--- config.mk ---
export PLATFORM = sky130hd
export DESIGN_NAME = asm_decide
export DESIGN_NICKNAME = d
export VERILOG_FILES = /design/src/rtl/asm_pkg.sv /design/src/rtl/asm_decide.sv
export VERILOG_INCLUDE_DIRS = /design/src /design/src/rtl
export SDC_FILE = /design/constraint.sdc
export NUM_CORES = 1
export LEC_CHECK = 0
export BUFFER_PORTS_ARGS = -buffer_cell sky130_fd_sc_hd__clkbuf_2
export CAP_MARGIN = 20
export CORE_MARGIN = 2
export CORE_UTILIZATION = 40
export CTS_BUF_LIST = sky130_fd_sc_hd__clkbuf_16
export CTS_CLUSTER_DIAMETER = 50
export DETAILED_ROUTE_END_ITERATION = 6
export PLACE_DENSITY = 0.91
export SLEW_MARGIN = 20
export SYNTH_ARGS = -nofsm -noshare
export SYNTH_HDL_FRONTEND = slang
export SYNTH_SLANG_ARGS = --single-unit
export TNS_END_PERCENT = 1
--- constraint.sdc ---
create_clock -name clk -period 0.8 [get_ports clk]
set_input_delay 0.12 -clock clk [delete_from_list [all_inputs] [get_ports clk]]
set_output_delay 0.12 -clock clk [all_outputs]
set_load 0.02 [all_outputs]
--- src/rtl/angular_sector_mask_top_defines.svh ---
// assertion macros shared by the angular sector mask rtl
`ifndef ANGULAR_SECTOR_MASK_TOP_DEFINES_SVH
`define ANGULAR_SECTOR_MASK_TOP_DEFINES_SVH
`ifndef ASSERT_OFF
// checked at every rising edge outside reset
`define ASM_ASSERT(lbl, clk, rst_n, prop, msg) \
    lbl: assert property (@(posedge clk) disable iff (!rst_n) prop) else $error(msg);
// checked at every rising edge, reset included
`define ASM_ASSERT_ALWAYS(lbl, clk, prop, msg) \
    lbl: assert property (@(posedge clk) prop) else $error(msg);
`else
`define ASM_ASSERT(lbl, clk, rst_n, prop, msg)
`define ASM_ASSERT_ALWAYS(lbl, clk, prop, msg)
`endif
`endif

--- src/rtl/asm_pkg.sv ---
// types and constants shared by the angular sector mask modules
package asm_pkg;

    // coordinate and register widths
    localparam int COORD_BITS = 12;
    localparam int REG_BITS   = 13;

    // register stages from accept to the mask strobe
    localparam int PIPE_DEPTH = 7;

    // configuration register file
    localparam int CFG_COUNT = 6;
    localparam int CFG_IDX_W = $clog2(CFG_COUNT);

    localparam logic [CFG_IDX_W-1:0] CFG_APEX_X     = CFG_IDX_W'(0);
    localparam logic [CFG_IDX_W-1:0] CFG_APEX_Y     = CFG_IDX_W'(1);
    localparam logic [CFG_IDX_W-1:0] CFG_EDGE_ONE_X = CFG_IDX_W'(2);
    localparam logic [CFG_IDX_W-1:0] CFG_EDGE_ONE_Y = CFG_IDX_W'(3);
    localparam logic [CFG_IDX_W-1:0] CFG_EDGE_TWO_X = CFG_IDX_W'(4);
    localparam logic [CFG_IDX_W-1:0] CFG_EDGE_TWO_Y = CFG_IDX_W'(5);

    // datapath widths
    localparam int VEC_W  = ((COORD_BITS + 1 > REG_BITS) ? COORD_BITS + 1 : REG_BITS) + 1;
    localparam int PROD_W = 2 * VEC_W;
    localparam int NORM_W = 2 * VEC_W - 1;
    localparam int DOT_W  = 2 * VEC_W;
    localparam int MAG_W  = NORM_W;
    localparam int SQ_W   = 2 * MAG_W;
    localparam int PART_W = MAG_W + NORM_W;
    localparam int WIDE_W = SQ_W + NORM_W;

    // mask codes
    localparam logic [7:0] MASK_ON  = 8'd255;
    localparam logic [7:0] MASK_OFF = 8'd0;

    typedef logic signed [REG_BITS-1:0] coord_reg_t;
    typedef logic signed [VEC_W-1:0]    vec_t;
    typedef logic        [NORM_W-1:0]   norm_t;
    typedef logic signed [DOT_W-1:0]    dot_t;
    typedef logic        [WIDE_W-1:0]   wide_t;

    typedef struct packed {
        coord_reg_t apex_x;
        coord_reg_t apex_y;
        coord_reg_t edge_one_x;
        coord_reg_t edge_one_y;
        coord_reg_t edge_two_x;
        coord_reg_t edge_two_y;
    } cfg_t;

    typedef struct packed {
        vec_t vx;
        vec_t vy;
        vec_t e1x;
        vec_t e1y;
        vec_t e2x;
        vec_t e2y;
    } diff_data_t;

    typedef struct packed {
        logic       valid;
        diff_data_t data;
    } diff_beat_t;

    typedef struct packed {
        norm_t n;
        norm_t n1;
        norm_t n2;
        dot_t  d1;
        dot_t  d2;
        dot_t  d12;
    } dot_data_t;

    typedef struct packed {
        logic      valid;
        dot_data_t data;
    } dot_beat_t;

    typedef struct packed {
        logic  no_area;
        logic  d1_neg;
        logic  d2_neg;
        logic  d12_neg;
        wide_t lhs1;
        wide_t lhs2;
        wide_t rhs;
    } scale_data_t;

    typedef struct packed {
        logic        valid;
        scale_data_t data;
    } scale_beat_t;

endpackage

--- src/rtl/asm_decide.sv ---
// last stage: sign-aware cosine compares and the mask output register
`include "angular_sector_mask_top_defines.svh"
module asm_decide
    import asm_pkg::*;
(
    input  logic        clk,
    input  logic        rst_n,
    input  scale_beat_t in_beat,
    output logic        done,
    output logic [7:0]  mask_value
);

    logic       done_reg;
    logic [7:0] mask_reg;
    logic [7:0] mask_next;
    logic       ge1;
    logic       ge2;

    // a*sqrt(p) >= b*sqrt(q), with lhs = a^2 p and rhs = b^2 q
    function automatic logic scaled_ge(input logic a_neg, input logic b_neg,
                                       input wide_t lhs, input wide_t rhs);
        logic result;
        if (!a_neg && b_neg)
        begin
            result = 1'b1;
        end
        else if (a_neg && !b_neg)
        begin
            result = 1'b0;
        end
        else if (!a_neg)
        begin
            result = (lhs >= rhs);
        end
        else
        begin
            result = (lhs <= rhs);
        end
        scaled_ge = result;
    endfunction

    always_comb
    begin
        ge1 = scaled_ge(in_beat.data.d1_neg, in_beat.data.d12_neg,
                        in_beat.data.lhs1, in_beat.data.rhs);
        ge2 = scaled_ge(in_beat.data.d2_neg, in_beat.data.d12_neg,
                        in_beat.data.lhs2, in_beat.data.rhs);
        mask_next = (!in_beat.data.no_area && ge1 && ge2) ? MASK_ON : MASK_OFF;
    end

    always_ff @(posedge clk or negedge rst_n)
    begin
        if (!rst_n)
        begin
            done_reg <= 1'b0;
        end
        else
        begin
            done_reg <= in_beat.valid;
        end
    end

    always_ff @(posedge clk)
    begin
        if (in_beat.valid)
        begin
            mask_reg <= mask_next;
        end
    end

    assign done       = done_reg;
    assign mask_value = mask_reg;

    `ASM_ASSERT(a_no_area_off, clk, rst_n, in_beat.valid && in_beat.data.no_area |=> mask_value == MASK_OFF, "rejected pixel gave a nonzero mask")
    `ASM_ASSERT(a_opposite_sign_off, clk, rst_n, in_beat.valid && in_beat.data.d1_neg && !in_beat.data.d12_neg |=> mask_value == MASK_OFF, "pixel behind first edge gave a nonzero mask")

endmodule

* After elaboration in Yosys (flattened, before gate mapping)
Cells that the tools add are included.
** Cells by class
- Order comparisons :: 4
- Muxes and demuxes :: 7
- Reduce and logical (&&, ||, !) cells :: 10
** Operators by type and width (count)
- >= comparator 81 bit :: 2
- <= comparator 81 bit :: 2
- 2-to-1 mux 8 bit :: 1
- logical AND 1 bit :: 6
- 2-to-1 mux 1 bit :: 6
- logical NOT 1 bit :: 4
** Storage, ports and cells
- Flip-flop bits (word level) :: 9
- Output and inout bits :: 9
- Word-level logic and storage cells :: 23

* Depth between registers and ports, before layout
- Depth in word-level cells :: 7
- Depth in mapped cells :: 10

* Least setup slack after synthesis
No wires, ideal clock.
- Path kind :: in2reg
- Start point :: input port in_beat[80] in the netlist's numbering
- End point :: register mask_reg[6], in the netlist mask_value[6], data pin
- Data arrival time :: 2.458 ns
- Data required time :: 0.544 ns
- Path slack :: -1.915 ns
- Stages :: 10
- Buffers on the path :: 0
- Cell sequence :: inv_1 ha_1 nand4_2 or4_4 nand3b_4 or4_4 or3_4 nor2_1 o21ai_0 and4b_1
** On the way
- Word-level cells in the longest chain between the ends :: 7
** Ends and longest elaborated chain
- start: declaration :: line asm_decide.sv:8 : input scale_beat_t in_beat,
- >= comparator 81 bit / <= comparator 81 bit (equally long branches) :: line asm_decide.sv:33, asm_decide.sv:37
- 2-to-1 mux 1 bit :: line asm_decide.sv:31 : else if (!a_neg)
- 2-to-1 mux 1 bit :: line asm_decide.sv:27 : else if (a_neg && !b_neg)
- 2-to-1 mux 1 bit :: line asm_decide.sv:23 : if (!a_neg && b_neg)
- logical AND 1 bit :: line asm_decide.sv:48 : mask_next = (!in_beat.data.no_area && ge1 && ge2) ? MASK_ON : MASK_OFF;
- logical AND 1 bit * :: line asm_decide.sv:48
- 2-to-1 mux 8 bit * :: line asm_decide.sv:48
- end signal: assignment :: line asm_decide.sv:67 : mask_reg <= mask_next;
- end: declaration :: line asm_decide.sv:14 : logic [7:0] mask_reg;
Every way passes the cells marked *; elsewhere a longest branch is shown, timed or not.
A chain may end at the register's enable or synchronous reset.

* Worst setup path in the final report
- Start point :: input port in_beat[73] in the netlist's numbering
- End point :: register mask_reg[6], in the netlist mask_value[6], data pin
Same word-level chain as after synthesis.

==> flow_metrics.tcl <==
set metrics [dict create \
    outcome "finished, violations left" \
    violations "negative setup slack" \
    crit_family "buffers and inverters" \
    first_pass_iters 5 \
    syn_inst 514 \
    synth_edf_count 1 \
    syn_area_per_cell_um2 7.76 \
    synthAdderAreaFrac_pct 50.8 \
    worstHoldPathType "in2reg" \
    worst_pin_slew_ns 0.460 \
    cts.sinks 2 \
    synth-compound-area-share_pct 18.9 \
    post-route-period-util_pct 330 \
    final_common_cell "clkbuf_2" \
    nets 1298 \
    synth_xor_area_share_pct 0 \
    slew_headroom_pct 68.9 \
    fillers 780 \
    cts_max_level 1 \
    worstSetupPathType "in2reg" \
    async_reset_ff_share_pct 50.0 \
    viasPerCell 5.32 \
    post-route-drc-count 0 \
    place_congestion 0.891 \
    cts_buffer_depth 2 \
    cp_max_fo 2 \
    synth-warning-count 0 \
    post-place-ws_ns -2.11 \
    p_leak_nw 3.94 \
    path_clk_slew_ns 0.03 \
    wl_um 15800 \
    boundaryPins 259 \
    core-area_um2 9730 \
    drv_cap 0 \
    rsz0062_at_grt "true" \
    setup_tns_ns -3.66 \
    critPathLaunchType "input port" \
    syn-num-nets 926 \
    dieArea_um2 10800 \
    vias 5412 \
    synth.yosys.seq_area_share_pct 1.38 \
    worst-path-stages 17 \
    whs_ns 0.0456 \
    critPathArrivalTime_ns 2.62 \
    path_cells "clkbuf_2 -> inv_2 -> ha_4 -> nand4_1 -> buf_4 -> buf_4 -> buf_4 -> buf_4 -> buf_4 -> buf_4 -> buf_4 -> buf_4 -> a31oi_2 -> o21bai_2 -> and4_1 -> a211o_1 -> and4b_1" \
    vdd_drop_max_mv 0.451 \
    period_minus_slack_ns 2.64 \
    crit_path_end_kind "flip-flop" \
    grt_max_degree 9 \
    top_layer "met4" \
    crit_slowest_cell "ha_4" \
    placed_area_um2 6210 \
    layout_common_cells "clkbuf_2, ha_1, buf_4" \
    min_path_cells 1 \
    drt_iter0_markers 157 \
    ctsRootBufferMaster "clkbuf_16" \
    max_freq_mhz 379 \
    slew_violations 0 \
    n_antenna_cell 0 \
    synthToLayoutAreaGrowth_pct 66.3 \
    worstPathRequired_ns 0.78 \
    setup_ws_ns -1.84 \
    final_cells 1018 \
    synthMuxAreaShare_pct 0 \
    p_per_area_nw_per_um2 650 \
    portBuffers 258 \
    dp_hpwl_um 13700 \
    antenna_found_initial 0 \
    synth_top_family_by_area "adder cells" \
    synthSimpleGateAreaFrac_pct 19.4 \
    grt_pass1_vias 5758 \
    synth_seq_cells 2 \
    cts_tree "yes" \
    power.total_mw 4.31 \
    numCtsBuffers 3 \
    ys.flop_type "edfxtp_1" \
    placedCellCount 997 \
    syn_area_um2 3990 \
    initial_core_util_pct 41.0 \
    final_util_pct 68.2 \
    rows 36 \
    hold_violations 0 \
    drive_gt1_share_pct 47.7 \
    critPathCapture "mask_value[6]" \
    crit_start "in_beat[73]" \
    grt_overflow 0 \
    crit_path_max_incr_delay_ns 0.27 \
    setup_violations 10 \
    grtUsageTotal_pct 28.0 \
    critPathBufInv 10 \
    die_h_um 104 \
    dr_wl_met3_um 1030 \
    detail_route.wl_per_cell_um 15.5 \
    stdcell_area_um2 6640 \
    wl_met2_um 8280 \
    path_common_cell "buf_4" \
    antenna_left 0 \
    wl_met1_um 5660 \
    grt_pass1_wl_um 25000 \
    synth_cell_types 44 \
    die_w_um 104 \
]
## final cells by class
cell class	instances	area (um2)	share of cell area (%)
Clock buffer	3	75.1	1.13
Timing Repair Buffer	374	2170	32.7
Multi-Input combinational cell	418	3830	57.8
Inverter	87	329	4.96
Sequential cell	2	55.1	0.830
Tap cell	133	166	2.51
Clock inverter	1	3.75	0.0566
## synth_stat cells (all sizes together), types with 2 or more instances
master | count | area (um2)
ha | 162 | 2030
inv | 87 | 327
a21oi | 62 | 310
nand2 | 37 | 141
nand4 | 31 | 221
o21ai | 28 | 140
nor2 | 14 | 52.6
nand3 | 12 | 60.1
a21o | 11 | 82.6
a221oi | 9 | 78.8
and4 | 8 | 71.3
buf | 7 | 52.6
a211oi | 5 | 37.5
nor3 | 5 | 25.0
nor4 | 5 | 58.8
or4 | 4 | 37.5
a31oi | 3 | 18.8
nor2b | 3 | 18.8
and4b | 2 | 20.0
nand2b | 2 | 12.5
o21a | 2 | 15.0
or3 | 2 | 17.5
## metal layers
layer	vias to the layer above	GRT usage, %
met3	81	5.33
met5	-	0
met2	276	56.7
met4	0	12.7
li1	2656	-
met1	2399	26.9
## worst min path at each step
stage,to,slack [ns],start
after floorplan,done,-0.18,rst_n
after global placement,done,-0.11,rst_n
after detailed placement,done,-0.1,rst_n
after CTS,done,0.04,in_beat[247]
after global routing,done,0.05,in_beat[247]
final,done,0.05,in_beat[247]
## power by group
part / leakage [nW] / internal (mW) / switching (mW)
sequential: 0.0212 / 0.117 / 0.00839
clock: 0.0423 / 0.645 / 0.147
combinational: 3.87 / 1.80 / 1.59
## repair_timing
item | CTS | global route
endpoints found under the setup margin | 10 | 10
pin swaps | 18 | 5
gates resized for setup | 15 | 23
hold buffers | 1 | 0
buffers inserted | 16 | 0
hold endpoints to repair | 1 | 0
## cell families (layout without fill, tap and decap cells)
kind of cell | after synthesis | after routing
AOI/OAI and AO/OA | 128 | 128
adders and majority gates | 162 | 162
buffers and inverters | 94 | 465
DFF | 2 | 2
and+or+nand+nor | 128 | 128
No activity file was read; power rests on OpenSTA's default activity.
