File: config.mk
export PLATFORM = sky130hd
export DESIGN_NAME = asm_diff
export DESIGN_NICKNAME = d
export VERILOG_FILES = /design/src/rtl/angular_sector_mask_top_defines.svh /design/src/rtl/asm_pkg.sv /design/src/rtl/asm_diff.sv
export SDC_FILE = /design/constraint.sdc
export NUM_CORES = 1
export LEC_CHECK = 0
export ABC_CLOCK_PERIOD_IN_PS = 800
export BUFFER_PORTS_ARGS = -buffer_cell sky130_fd_sc_hd__buf_2
export CAP_MARGIN = 10
export CORE_ASPECT_RATIO = 1.5
export CORE_UTILIZATION = 40
export CTS_BUF_LIST = sky130_fd_sc_hd__clkbuf_16
export CTS_CLUSTER_SIZE = 28
export DETAILED_ROUTE_END_ITERATION = 10
export PLACE_DENSITY = 0.71
export SETUP_SLACK_MARGIN = 0.05
export SYNTH_ARGS = -nofsm -noshare
export SYNTH_HDL_FRONTEND = slang
export SYNTH_SLANG_ARGS = --single-unit
File: constraint.sdc
create_clock -name clk -period 0.8 [get_ports clk]
set_input_delay 0.04 -clock clk [delete_from_list [all_inputs] [get_ports clk]]
set_output_delay 0.04 -clock clk [all_outputs]
set_load 0.01 [all_outputs]
File: src/rtl/angular_sector_mask_top_defines.svh
// assertion macros shared by the angular sector mask rtl
`ifndef ANGULAR_SECTOR_MASK_TOP_DEFINES_SVH
`define ANGULAR_SECTOR_MASK_TOP_DEFINES_SVH
`ifndef ASSERT_OFF
// checked at every rising edge outside reset
`define ASM_ASSERT(lbl, clk, rst_n, prop, msg) \
    lbl: assert property (@(posedge clk) disable iff (!rst_n) prop) else $error(msg);
// checked at every rising edge, reset included
`define ASM_ASSERT_ALWAYS(lbl, clk, prop, msg) \
    lbl: assert property (@(posedge clk) prop) else $error(msg);
`else
`define ASM_ASSERT(lbl, clk, rst_n, prop, msg)
`define ASM_ASSERT_ALWAYS(lbl, clk, prop, msg)
`endif
`endif

File: src/rtl/asm_pkg.sv
// types and constants shared by the angular sector mask modules
package asm_pkg;

    // coordinate and register widths
    localparam int COORD_BITS = 12;
    localparam int REG_BITS   = 13;

    // register stages from accept to the mask strobe
    localparam int PIPE_DEPTH = 7;

    // configuration register file
    localparam int CFG_COUNT = 6;
    localparam int CFG_IDX_W = $clog2(CFG_COUNT);

    localparam logic [CFG_IDX_W-1:0] CFG_APEX_X     = CFG_IDX_W'(0);
    localparam logic [CFG_IDX_W-1:0] CFG_APEX_Y     = CFG_IDX_W'(1);
    localparam logic [CFG_IDX_W-1:0] CFG_EDGE_ONE_X = CFG_IDX_W'(2);
    localparam logic [CFG_IDX_W-1:0] CFG_EDGE_ONE_Y = CFG_IDX_W'(3);
    localparam logic [CFG_IDX_W-1:0] CFG_EDGE_TWO_X = CFG_IDX_W'(4);
    localparam logic [CFG_IDX_W-1:0] CFG_EDGE_TWO_Y = CFG_IDX_W'(5);

    // datapath widths
    localparam int VEC_W  = ((COORD_BITS + 1 > REG_BITS) ? COORD_BITS + 1 : REG_BITS) + 1;
    localparam int PROD_W = 2 * VEC_W;
    localparam int NORM_W = 2 * VEC_W - 1;
    localparam int DOT_W  = 2 * VEC_W;
    localparam int MAG_W  = NORM_W;
    localparam int SQ_W   = 2 * MAG_W;
    localparam int PART_W = MAG_W + NORM_W;
    localparam int WIDE_W = SQ_W + NORM_W;

    // mask codes
    localparam logic [7:0] MASK_ON  = 8'd255;
    localparam logic [7:0] MASK_OFF = 8'd0;

    typedef logic signed [REG_BITS-1:0] coord_reg_t;
    typedef logic signed [VEC_W-1:0]    vec_t;
    typedef logic        [NORM_W-1:0]   norm_t;
    typedef logic signed [DOT_W-1:0]    dot_t;
    typedef logic        [WIDE_W-1:0]   wide_t;

    typedef struct packed {
        coord_reg_t apex_x;
        coord_reg_t apex_y;
        coord_reg_t edge_one_x;
        coord_reg_t edge_one_y;
        coord_reg_t edge_two_x;
        coord_reg_t edge_two_y;
    } cfg_t;

    typedef struct packed {
        vec_t vx;
        vec_t vy;
        vec_t e1x;
        vec_t e1y;
        vec_t e2x;
        vec_t e2y;
    } diff_data_t;

    typedef struct packed {
        logic       valid;
        diff_data_t data;
    } diff_beat_t;

    typedef struct packed {
        norm_t n;
        norm_t n1;
        norm_t n2;
        dot_t  d1;
        dot_t  d2;
        dot_t  d12;
    } dot_data_t;

    typedef struct packed {
        logic      valid;
        dot_data_t data;
    } dot_beat_t;

    typedef struct packed {
        logic  no_area;
        logic  d1_neg;
        logic  d2_neg;
        logic  d12_neg;
        wide_t lhs1;
        wide_t lhs2;
        wide_t rhs;
    } scale_data_t;

    typedef struct packed {
        logic        valid;
        scale_data_t data;
    } scale_beat_t;

endpackage

File: src/rtl/asm_diff.sv
// first stage: pixel and edge vectors relative to the apex
module asm_diff
    import asm_pkg::*;
(
    input  logic                  clk,
    input  logic                  rst_n,
    input  logic                  start,
    input  logic [COORD_BITS-1:0] pixel_x,
    input  logic [COORD_BITS-1:0] pixel_y,
    input  cfg_t                  cfg,
    output diff_beat_t            beat
);

    logic       valid_reg;
    diff_data_t data_reg;
    diff_data_t data_next;

    always_comb
    begin
        data_next.vx  = vec_t'({1'b0, pixel_x}) - vec_t'(cfg.apex_x);
        data_next.vy  = vec_t'({1'b0, pixel_y}) - vec_t'(cfg.apex_y);
        data_next.e1x = vec_t'(cfg.edge_one_x) - vec_t'(cfg.apex_x);
        data_next.e1y = vec_t'(cfg.edge_one_y) - vec_t'(cfg.apex_y);
        data_next.e2x = vec_t'(cfg.edge_two_x) - vec_t'(cfg.apex_x);
        data_next.e2y = vec_t'(cfg.edge_two_y) - vec_t'(cfg.apex_y);
    end

    always_ff @(posedge clk or negedge rst_n)
    begin
        if (!rst_n)
        begin
            valid_reg <= 1'b0;
        end
        else
        begin
            valid_reg <= start;
        end
    end

    always_ff @(posedge clk)
    begin
        if (start)
        begin
            data_reg <= data_next;
        end
    end

    assign beat = '{valid: valid_reg, data: data_reg};

endmodule

# After elaboration in Yosys (flattened, before gate mapping)
# Cells that the tools add are included.
[op_classes]
n_addsub = 6
[op_table]
columns = ["operator", "count"]
rows = [
  ["$sub A13 B13 Y14", 6],
]
[word_totals]
ff_bits = 85
output_inout_bits = 85
wordCells = 13

# Depth between registers and ports, before layout
# Gate-level depths: netlist (run 1).
[depth]
word_depth = 1
mapped_depth = 10
depth_no_buf = 10

# Worst setup path before layout (run 1)
# OpenSTA, ideal clock, no wires.
[synth_timing]
path_kind = "input-to-reg"
start = "input port cfg[53] in the netlist's numbering"
end = "register data_reg, in the netlist beat[11], data pin"
setup_time_ns = 0.261
arrival_ns = 1.637
required_time_ns = 0.539
slack_ns = -1.098
cell_stages = 8
n_path_buf = 0
cell_sequence = "inv_1 ha_1 nor2b_1 o31a_1 o31ai_4 o21ai_2 o31a_1 xor2_1"
[synth_rtl]
columns = ["element", "line_no", "source"]
rows = [
  ["from (decl)", "asm_diff.sv:10", "input cfg_t cfg,"],
  ["to (signal assigned)", "asm_diff.sv:44", "data_reg <= data_next;"],
  ["to (decl)", "asm_diff.sv:15", "diff_data_t data_reg;"],
]

==> results of run 1 <==
layout by cell type, fill, tap and decap left out, types with 11 or more instances in the layout:
cell and n:
a21o_1 12, ha_4 12, a21oi_2 20, ha_1 64
nand2_1 18, buf_4 167, buf_2 177, xor2_1 20
a21oi_1 24, nor2_1 26, o21a_1 16, nand2b_1 11
inv_1 38, o21ai_0 13, edfxtp_1 84, buf_6 31
xnor2_1 36
path summary, 6_finish.rpt:
path                       slack (ps)     from         to  cells after the start
setup / recovery                 -920  cfg[26]   beat[38]                     11
hold / removal                     90  cfg[64]   beat[69]                      3
max in group asynchronous         170    rst_n  valid_reg                      3
min in group asynchronous         530    rst_n  valid_reg                      3
cell families after synthesis:
kind of cell,synth area share
fa+ha+maj,0.1795
flops,0.4270
compound gates,0.1739
xor+xnor,0.08515
simple gates,0.09858
buf+inv,0.03586
critical path, delay by kind of cell:
family                   cells  cell delay [ps]
AO/OA/AOI/OAI                3              690
adder cells (fa/ha/maj)      2              500
AND/OR/NAND/NOR              2              240
buffers and inverters        3              190
XOR/XNOR                     1              120
cells in the mapped netlist (all sizes together), types with 3 or more instances:
cell type / instances
a21o: 12
a211oi: 3
ha: 76
fa: 6
o21bai: 4
nand2b: 11
xor2: 22
nand3: 11
edfxtp: 84
a31oi: 8
nand2: 21
or2: 3
o21a: 16
a211o: 5
a21boi: 3
nand4: 6
o21ai: 32
a21oi: 47
xnor2: 36
nor3: 10
inv: 53
o31ai: 4
o31a: 4
nor2: 34
nor2b: 15
stage by stage:
stage               TNS (ps)  setup WS [ps]  utilization  cells  hold slack, ps
detailed placement    -74040          -1360       0.5951   1094          -184.9
finish                -53370         -915.5       0.6705   1145           88.99
global route          -60010         -960.3       0.6705   1145           82.68
global placement      -71280          -1299       0.5951   1094          -185.7
floorplan             -47570          -1028            -    555          -255.6
CTS                   -53390         -906.0       0.6487   1134           70.77
layout make-up:
| type | instances | area (sq um) |
|---|---|---|
| Multi-Input combinational cell | 414 | 3797 |
| Timing Repair Buffer | 381 | 2584 |
| Sequential cell | 85 | 2547 |
| Tap cell | 196 | 245.2 |
| Inverter | 53 | 281.5 |
| Clock buffer | 9 | 225.2 |
| Clock inverter | 7 | 60.06 |
| Fill cell | 1073 | 4786 |
repair_timing:
item / 4_1_cts / 5_1_grt
pin swaps: 44 / 53
endpoints found under the setup margin: 161 / 163
hold endpoints to repair: 1 / 0
hold buffers: 2 / 0
resized for setup: 67 / 58
buffers inserted: 24 / 20
power breakdown:
part | total (mW) | internal [mW] | switching, mW
combinational | 6.30 | 3.20 | 3.10
sequential | 5.98 | 5.81 | 0.174
clock | 4.14 | 2.38 | 1.76
total | 16.4 | 11.4 | 5.03
routing by layer:
metal | share of wire | wire, um | GRT usage
met2 | 0.57 | 10420 | 0.4720
met5 | 0 | 0 | 0
met3 | 0.070 | 1277 | 0.06193
met4 | 0.027 | 503 | 0.1007
met1 | 0.33 | 6128 | 0.2085
==> results_dict.tcl, run 1 <==
set metrics [dict create \
    seq_area_frac_synth 0.4270 \
    start_util 0.4107 \
    ys_types 54 \
    worst-setup-path-type "in -> reg" \
    vias 5797 \
    cp-start-kind "primary input" \
    design.core.area_sq_um 14530 \
    end_kind "register" \
    placed_area_sq_um 8645 \
    arrival_ps 1800 \
    grt_overflow_total 0 \
    cp.required_ps 880 \
    fmax_mhz 582.9 \
    cts_tree "done" \
    synthFlopType "edfxtp_1" \
    cts_buffer_depth 2 \
    syn_nets 742 \
    firstDrtPassIters 4 \
    drc 0 \
    synth.ff_latch_count 85 \
    path_clk_slew_ps 70 \
    power.density_nw_per_um2 1685 \
    fin_ws_ps -915.5 \
    synth_top_area_cell "edfxtp_1" \
    root_buffer "clkbuf_16" \
    drt-wirelength-per-cell_um 16.01 \
    p_leak_nw 4.482 \
    gp_congestion 0.9124 \
    clock_sinks 85 \
    fin_nets 1131 \
    syn_area_sq_um 5966 \
    cpPeakStageDelay_ps 370 \
    drive_gt1_frac 0.5332 \
    cts.htree.levels 3 \
    die_w_um 101.7 \
    row_count 54 \
    finalMaxSlewViolations 0 \
    yosysWarnings 0 \
    max_slew_margin 0.6888 \
    grt_pass1_wl_mm 27.49 \
    synthArstFlopShare 0.01176 \
    totalWireLength_mm 18.33 \
    post-route-min-period_ps 1716 \
    die_height_um 151.6 \
    ant_nets 0 \
    synthCells 555 \
    tightest_slew_ps 462.5 \
    via_per_inst 5.063 \
    finalCritPeriodShare 2.144 \
    vdd_drop_max_mv 1.193 \
    drv_cap 0 \
    synth_edf_count 84 \
    design_area_sq_um 9741 \
    ioPinCount 190 \
    grt_max_degree 32 \
    largest_reg_flops 84 \
    die_area_sq_um 15420 \
    synth_top_area_frac 0.4228 \
    n_antenna_cell 0 \
    grt_pass1_vias 6176 \
    hold_viol 0 \
    hold_class "in -> reg" \
    failed_checks "setup timing" \
    groute.usage.overall 0.2331 \
    cpMaxStageDelayCell "fa_2" \
    drtIter0Drc 109 \
    numCtsBuffers 9 \
    power.total_mw 16.42 \
    numPortBuffers 189 \
    dp_hpwl_mm 14.39 \
    syn_area_per_cell_sq_um 10.75 \
    worstPathCellList "buf_8 > inv_12 > ha_4 > inv_2 > fa_2 > a211oi_2 > o21bai_2 > nand4_1 > nand3_2 > o41ai_2 > xnor2_1" \
    status "finished with violations" \
    rsz0062_at_grt "true" \
    cp_max_fo 2 \
    antenna_found_initial 0 \
    area_growth_pct 63.28 \
    setup_viol 162 \
    synthTopCellsByArea "edfxtp_1 (42%), ha_1 (16%), xnor2_1 (5.3%)" \
]
(Power assumes the default switching activity.)
==> run 2: changes to the inputs <==
--- a/config.mk
+++ b/config.mk
@@ -5,15 +5,16 @@
 export SDC_FILE = /design/constraint.sdc
 export NUM_CORES = 1
 export LEC_CHECK = 0
+export ABC_AREA = 1
 export ABC_CLOCK_PERIOD_IN_PS = 800
 export BUFFER_PORTS_ARGS = -buffer_cell sky130_fd_sc_hd__buf_2
 export CAP_MARGIN = 10
 export CORE_ASPECT_RATIO = 1.5
-export CORE_UTILIZATION = 40
+export CORE_UTILIZATION = 35
 export CTS_BUF_LIST = sky130_fd_sc_hd__clkbuf_16
 export CTS_CLUSTER_SIZE = 28
 export DETAILED_ROUTE_END_ITERATION = 10
-export PLACE_DENSITY = 0.71
+export PLACE_DENSITY = 0.62
 export SETUP_SLACK_MARGIN = 0.05
 export SYNTH_ARGS = -nofsm -noshare
 export SYNTH_HDL_FRONTEND = slang
==> run 2 against run 1 <==
  * The flow still finishes with violations (setup timing)
  * Routed wire length grew 29%
  * Total power grew 9.0%
  * Global-route usage shrank 0.87 points
  * Die area grew 35%
  * Critical endpoint is now beat[9]
  * Largest power group unchanged
  * Sequential share of layout area shrank 5.2 points
  * Critical path depth shrank 1
  * Setup slack gained 540 ps
  * First-iteration DRC count grew to 3.0 times the previous value
  * Clock-buffer cell count is the same
==> results_dict.tcl, run 2 <==
set metrics [dict create \
    vdd_drop_max_mv 0.8577 \
    synth.ff_latch_count 85 \
    grt_pass1_vias 7665 \
    cpMaxStageDelayCell "ha_4" \
    totalWireLength_mm 23.71 \
    setup_viol 157 \
    drive_gt1_frac 0.5724 \
    ioPinCount 190 \
    clock_sinks 85 \
    largest_reg_flops 84 \
    synthArstFlopShare 0.01176 \
    status "finished with violations" \
    design.core.area_sq_um 19790 \
    die_area_sq_um 20790 \
    cp-start-kind "primary input" \
    grt_pass1_wl_mm 35.98 \
    crit_top_cell "nand2_2" \
    final_cell_mix "nand2_1 (196), buf_2 (170), inv_1 (121), buf_4 (119), nand2_2 (98)" \
    synth_most_common_cell "nand2_1" \
    syn_area_per_cell_sq_um 7.506 \
    cts_buffer_depth 2 \
    fin_ws_ps -378.4 \
    arrival_ps 1300 \
    worst-setup-path-type "in -> reg" \
    row_count 63 \
    power.density_nw_per_um2 1473 \
    grt_overflow_total 0 \
    synth_top_area_frac 0.3568 \
    finalMaxSlewViolations 0 \
    seq_area_frac_synth 0.3603 \
    vias 7461 \
    final_common_cell "nand2_1" \
    cpPeakStageDelay_ps 400 \
    synthFlopType "edfxtp_1" \
    synthTopCellsByArea "edfxtp_1 (36%), nand2_1 (16%), ha_1 (13%)" \
    synthCells 942 \
    cts_tree "done" \
    syn_area_sq_um 7071 \
    cp.required_ps 920 \
    die_w_um 118.1 \
    cts.htree.levels 3 \
    placed_cells 1507 \
    drt-wirelength-per-cell_um 15.29 \
    die_height_um 176.1 \
    p_leak_nw 5.754 \
    tightest_slew_ps 311.4 \
    path_clk_slew_ps 70 \
    drtIter0Drc 322 \
    hold_viol 0 \
    dp_hpwl_mm 18.41 \
    firstDrtPassIters 5 \
    via_per_inst 4.810 \
    cp_max_fo 6 \
    fin_nets 1473 \
    hold_ws_ps 62.11 \
    instances_no_fill 1551 \
    antenna_found_initial 0 \
    area_growth_pct 71.83 \
    end_kind "register" \
    synth_top_area_cell "edfxtp_1" \
    n_antenna_cell 0 \
    grt_max_degree 34 \
    gp_congestion 0.9098 \
    failed_checks "setup timing" \
    drc 0 \
    numPortBuffers 189 \
    syn_nets 1129 \
    synth_edf_count 84 \
    power.total_mw 17.89 \
    yosysWarnings 0 \
    root_buffer "clkbuf_16" \
    drv_cap 0 \
    fmax_mhz 848.6 \
    numCtsBuffers 9 \
    rsz0062_at_grt "true" \
    synthTopCellsByCount "nand2_1 (310), inv_1 (171), edfxtp_1 (84), nand3_1 (84), ha_1 (76)" \
    start_util 0.3574 \
    finalCritPeriodShare 1.473 \
    groute.usage.overall 0.2244 \
    ant_nets 0 \
    hold_class "in -> reg" \
    max_slew_margin 0.7917 \
    worstPathCellList "buf_8 > clkinvlp_4 > ha_4 > nand2_2 > nor2_2 > nand2_2 > nand3_4 > nand2_2 > nand3_2 > nand2_1" \
    ys_types 22 \
    post-route-min-period_ps 1178 \
]
==> run 2: cell count changes after synthesis, moves of 13 or more <==
| cell | previous run | this run |
|---|---|---|
| inv_1 | 53 | 171 |
| nand2_1 | 21 | 310 |
| nand3_1 | 11 | 84 |
| nand4_1 | 6 | 22 |
| nor2_1 | 34 | 72 |
| nor2b_1 | 15 | 0 |
| o21a_1 | 16 | 0 |
| o21ai_0 | 13 | 0 |
| o21ai_1 | 17 | 0 |
| xnor2_1 | 36 | 18 |
==> run 2: critical path, delay by kind of cell <==
family | cells | cell delay [ps]
adders and majority gates | 1 | 400
and+or+nand+nor | 7 | 580
buffers and inverters | 2 | 270
==> run 2: power breakdown <==
group,switching (mW),internal [mW]
logic,4.26,3.62
registers,0.180,5.78
clock network,1.98,2.08
==> run 2: timing repair <==
item,CTS,global route
pin swaps,101,112
endpoints found under the setup margin,159,158
hold buffers,3,0
setup buffers,16,10
gates resized for setup,219,148
hold endpoints to repair,2,0
==> run 2: final timing paths <==
kind | from | to | cells past startpoint
setup / recovery | cfg[54] | beat[9] | 10
hold / removal | cfg[77] | beat[82] | 4
max in group asynchronous | rst_n | valid_reg | 3
min in group asynchronous | rst_n | valid_reg | 3
==> run 2: logic make-up after synthesis <==
logic type	share of synthesized area
AO/OA/AOI/OAI	0.03610
XOR/XNOR	0.05203
adder cells (fa/ha/maj)	0.1515
buffers and inverters	0.09237
flip-flops	0.3603
AND/OR/NAND/NOR	0.3077
==> run 2: cell type report <==
cell class,instances,area (sq um)
repair buffers,334,2322
clock inverters,7,42.54
multi-input cells,684,5904
clock buffers,9,225.2
well taps,260,325.3
inverters,172,782.0
flip-flops and latches,85,2547
fillers,1653,7636
==> run 2: through the flow <==
step	setup slack, ps	instance area [sq um]	util	TNS [ps]
floorplan	-488.5	8026	-	-28770
global placement	-807.3	10220	0.5166	-51830
detailed placement	-820.2	10220	0.5166	-52640
CTS	-337.4	11490	0.5807	-28800
global route	-437.7	12150	0.6141	-34140
finish	-378.4	12150	0.6141	-28200
==> run 2: layer usage <==
| layer | GRT usage | share of wire | vias to the layer above |
|---|---|---|---|
| met4 | 0.1031 | 0.036 | 0 |
| met2 | 0.4574 | 0.57 | 233 |
| met1 | 0.2122 | 0.35 | 3449 |
| met5 | 0 | 0 | - |
| met3 | 0.04037 | 0.045 | 53 |
| li1 | - | - | 3726 |
==> run 3: changes to the inputs <==
--- a/config.mk
+++ b/config.mk
@@ -14,8 +14,8 @@
 export CTS_BUF_LIST = sky130_fd_sc_hd__clkbuf_16
 export CTS_CLUSTER_SIZE = 28
 export DETAILED_ROUTE_END_ITERATION = 10
-export PLACE_DENSITY = 0.62
-export SETUP_SLACK_MARGIN = 0.05
+export PLACE_DENSITY_LB_ADDON = 0.3
+export SETUP_SLACK_MARGIN = 0.2
 export SYNTH_ARGS = -nofsm -noshare
 export SYNTH_HDL_FRONTEND = slang
 export SYNTH_SLANG_ARGS = --single-unit
==> run 3 against run 2 <==
  * Core utilization up 1.2 points
  * Sequential share of layout area down 0.40 points
  * Cell count about the same
  * Routed wire length up 5.2%
  * Total power up 3.3%
  * Combinational power up 3.7%
  * Critical endpoint is now beat[52]
  * The flow finishes with violations (hold timing, setup timing)
  * Final area up 2.0%
==> results_dict.tcl, run 3 (synthesized netlist as in run 2, its figures left out) <==
set metrics [dict create \
    status "finished with violations" \
    failed_checks "hold timing, setup timing" \
    numPortBuffers 189 \
    fin_nets 1474 \
    grt_pass1_wl_mm 37.03 \
    cp-start-kind "primary input" \
    antenna_found_initial 0 \
    drtIter0Drc 292 \
    regArea_sq_um 2547 \
    fmax_mhz 830.1 \
    worst-setup-path-type "in -> reg" \
    cts.htree.levels 3 \
    path_clk_slew_ps 70 \
    finalCritPeriodShare 1.506 \
    finalMaxSlewViolations 0 \
    fin_ws_ps -404.6 \
    grt_pass1_vias 7826 \
    ioPinCount 190 \
    via_per_inst 4.933 \
    instances_no_fill 1552 \
    end_kind "register" \
    rsz0062_at_grt "true" \
    cp_max_fo 6 \
    nFillCells 1557 \
    row_count 63 \
    gp_congestion 0.9126 \
    drv_cap 0 \
    p_leak_nw 5.842 \
    largest_reg_flops 84 \
    cts_tree "done" \
    start_util 0.3574 \
    final_cell_mix "nand2_1 (202), buf_2 (168), inv_1 (122), buf_4 (117), edfxtp_1 (84)" \
    hold_class "in -> async" \
    numCtsBuffers 9 \
    groute.usage.overall 0.2313 \
    grt_overflow_total 0 \
    wl_met1_mm 8.348 \
    drt-wirelength-per-cell_um 16.07 \
    power.density_nw_per_um2 1492 \
    n_antenna_cell 0 \
    vias 7656 \
    drc 0 \
    arrival_ps 1330 \
    die_height_um 176.1 \
    die_w_um 118.1 \
    design_area_sq_um 12390 \
    tightest_slew_ps 297.0 \
    firstDrtPassIters 4 \
    cp.required_ps 920 \
    setup_viol 157 \
    max_slew_margin 0.8013 \
    die_area_sq_um 20790 \
    multi_input_area_sq_um 6056 \
    hold_viol 1 \
    ant_nets 0 \
    placed_area_sq_um 10180 \
    cts_buffer_depth 2 \
    final_common_cell "nand2_1" \
    wl_met3_mm 1.131 \
    design.core.area_sq_um 19790 \
    wl_met2_mm 14.03 \
    placed_cells 1500 \
    post-route-min-period_ps 1205 \
    root_buffer "clkbuf_16" \
    highest_layer "met4" \
    drive_gt1_frac 0.5766 \
    vdd_drop_max_mv 0.8875 \
    clock_sinks 85 \
    hold_ws_ps -17.84 \
    dp_hpwl_mm 18.22 \
    totalWireLength_mm 24.95 \
    area_growth_pct 75.19 \
    grt_max_degree 29 \
]
==> run 3: path summary, 6_finish.rpt <==
| path | startpoint | to |
|---|---|---|
| max | cfg[66] | beat[52] |
| max in group asynchronous | rst_n | valid_reg |
| min | rst_n | valid_reg |
| min in group clk | cfg[77] | beat[82] |
==> run 3: routing by layer <==
layer  up-vias  global-route usage
li1       3718                   -
met1      3591              0.2169
met2       263              0.4547
met3        84             0.03553
met4         0              0.1576
met5         -                   0
==> run 3: area by class of cell <==
cell class / instances / share of cell area
repair buffers: 335 / 0.1919
inverters: 172 / 0.06364
clock inverters: 7 / 0.005455
well taps: 260 / 0.02626
multi-input cells: 684 / 0.4889
flip-flops and latches: 85 / 0.2057
clock buffers: 9 / 0.01818
==> run 3: critical path, stage by stage <==
cell        delay (ps)
buf_6               80
clkinvlp_4         160
buf_6              170
fa_2               410
buf_4              160
nand3_4             90
nand3_2             80
nand2_1             80
nand2_1             60
==> run 3: where the power goes <==
| part | total [mW] | internal (mW) | switching, mW |
|---|---|---|---|
| registers | 5.95 | 5.78 | 0.175 |
| clock network | 4.36 | 2.40 | 1.96 |
| logic | 8.17 | 3.76 | 4.41 |
| total | 18.5 | 11.9 | 6.54 |
==> run 3: stage by stage <==
step                setup TNS, ps    util  total power, mW  setup WS [ps]
global placement           -50870  0.5146            12.34         -787.7
CTS                        -29220  0.5693            17.53         -343.4
global route               -36740  0.6261            19.46         -465.1
finish                     -31510  0.6261            18.48         -404.6
detailed placement         -51870  0.5146            12.42         -803.3
floorplan                  -28770       -            9.720         -488.5
==> run 3: repair_timing <==
item                                    CTS  global route
buffers inserted                         11            24
pin swaps                                91           139
endpoints found under the setup margin  163           164
hold buffers                              2             0
cloned                                    0             0
endpoints found under the hold margin     1             0
resized for setup                       179           211
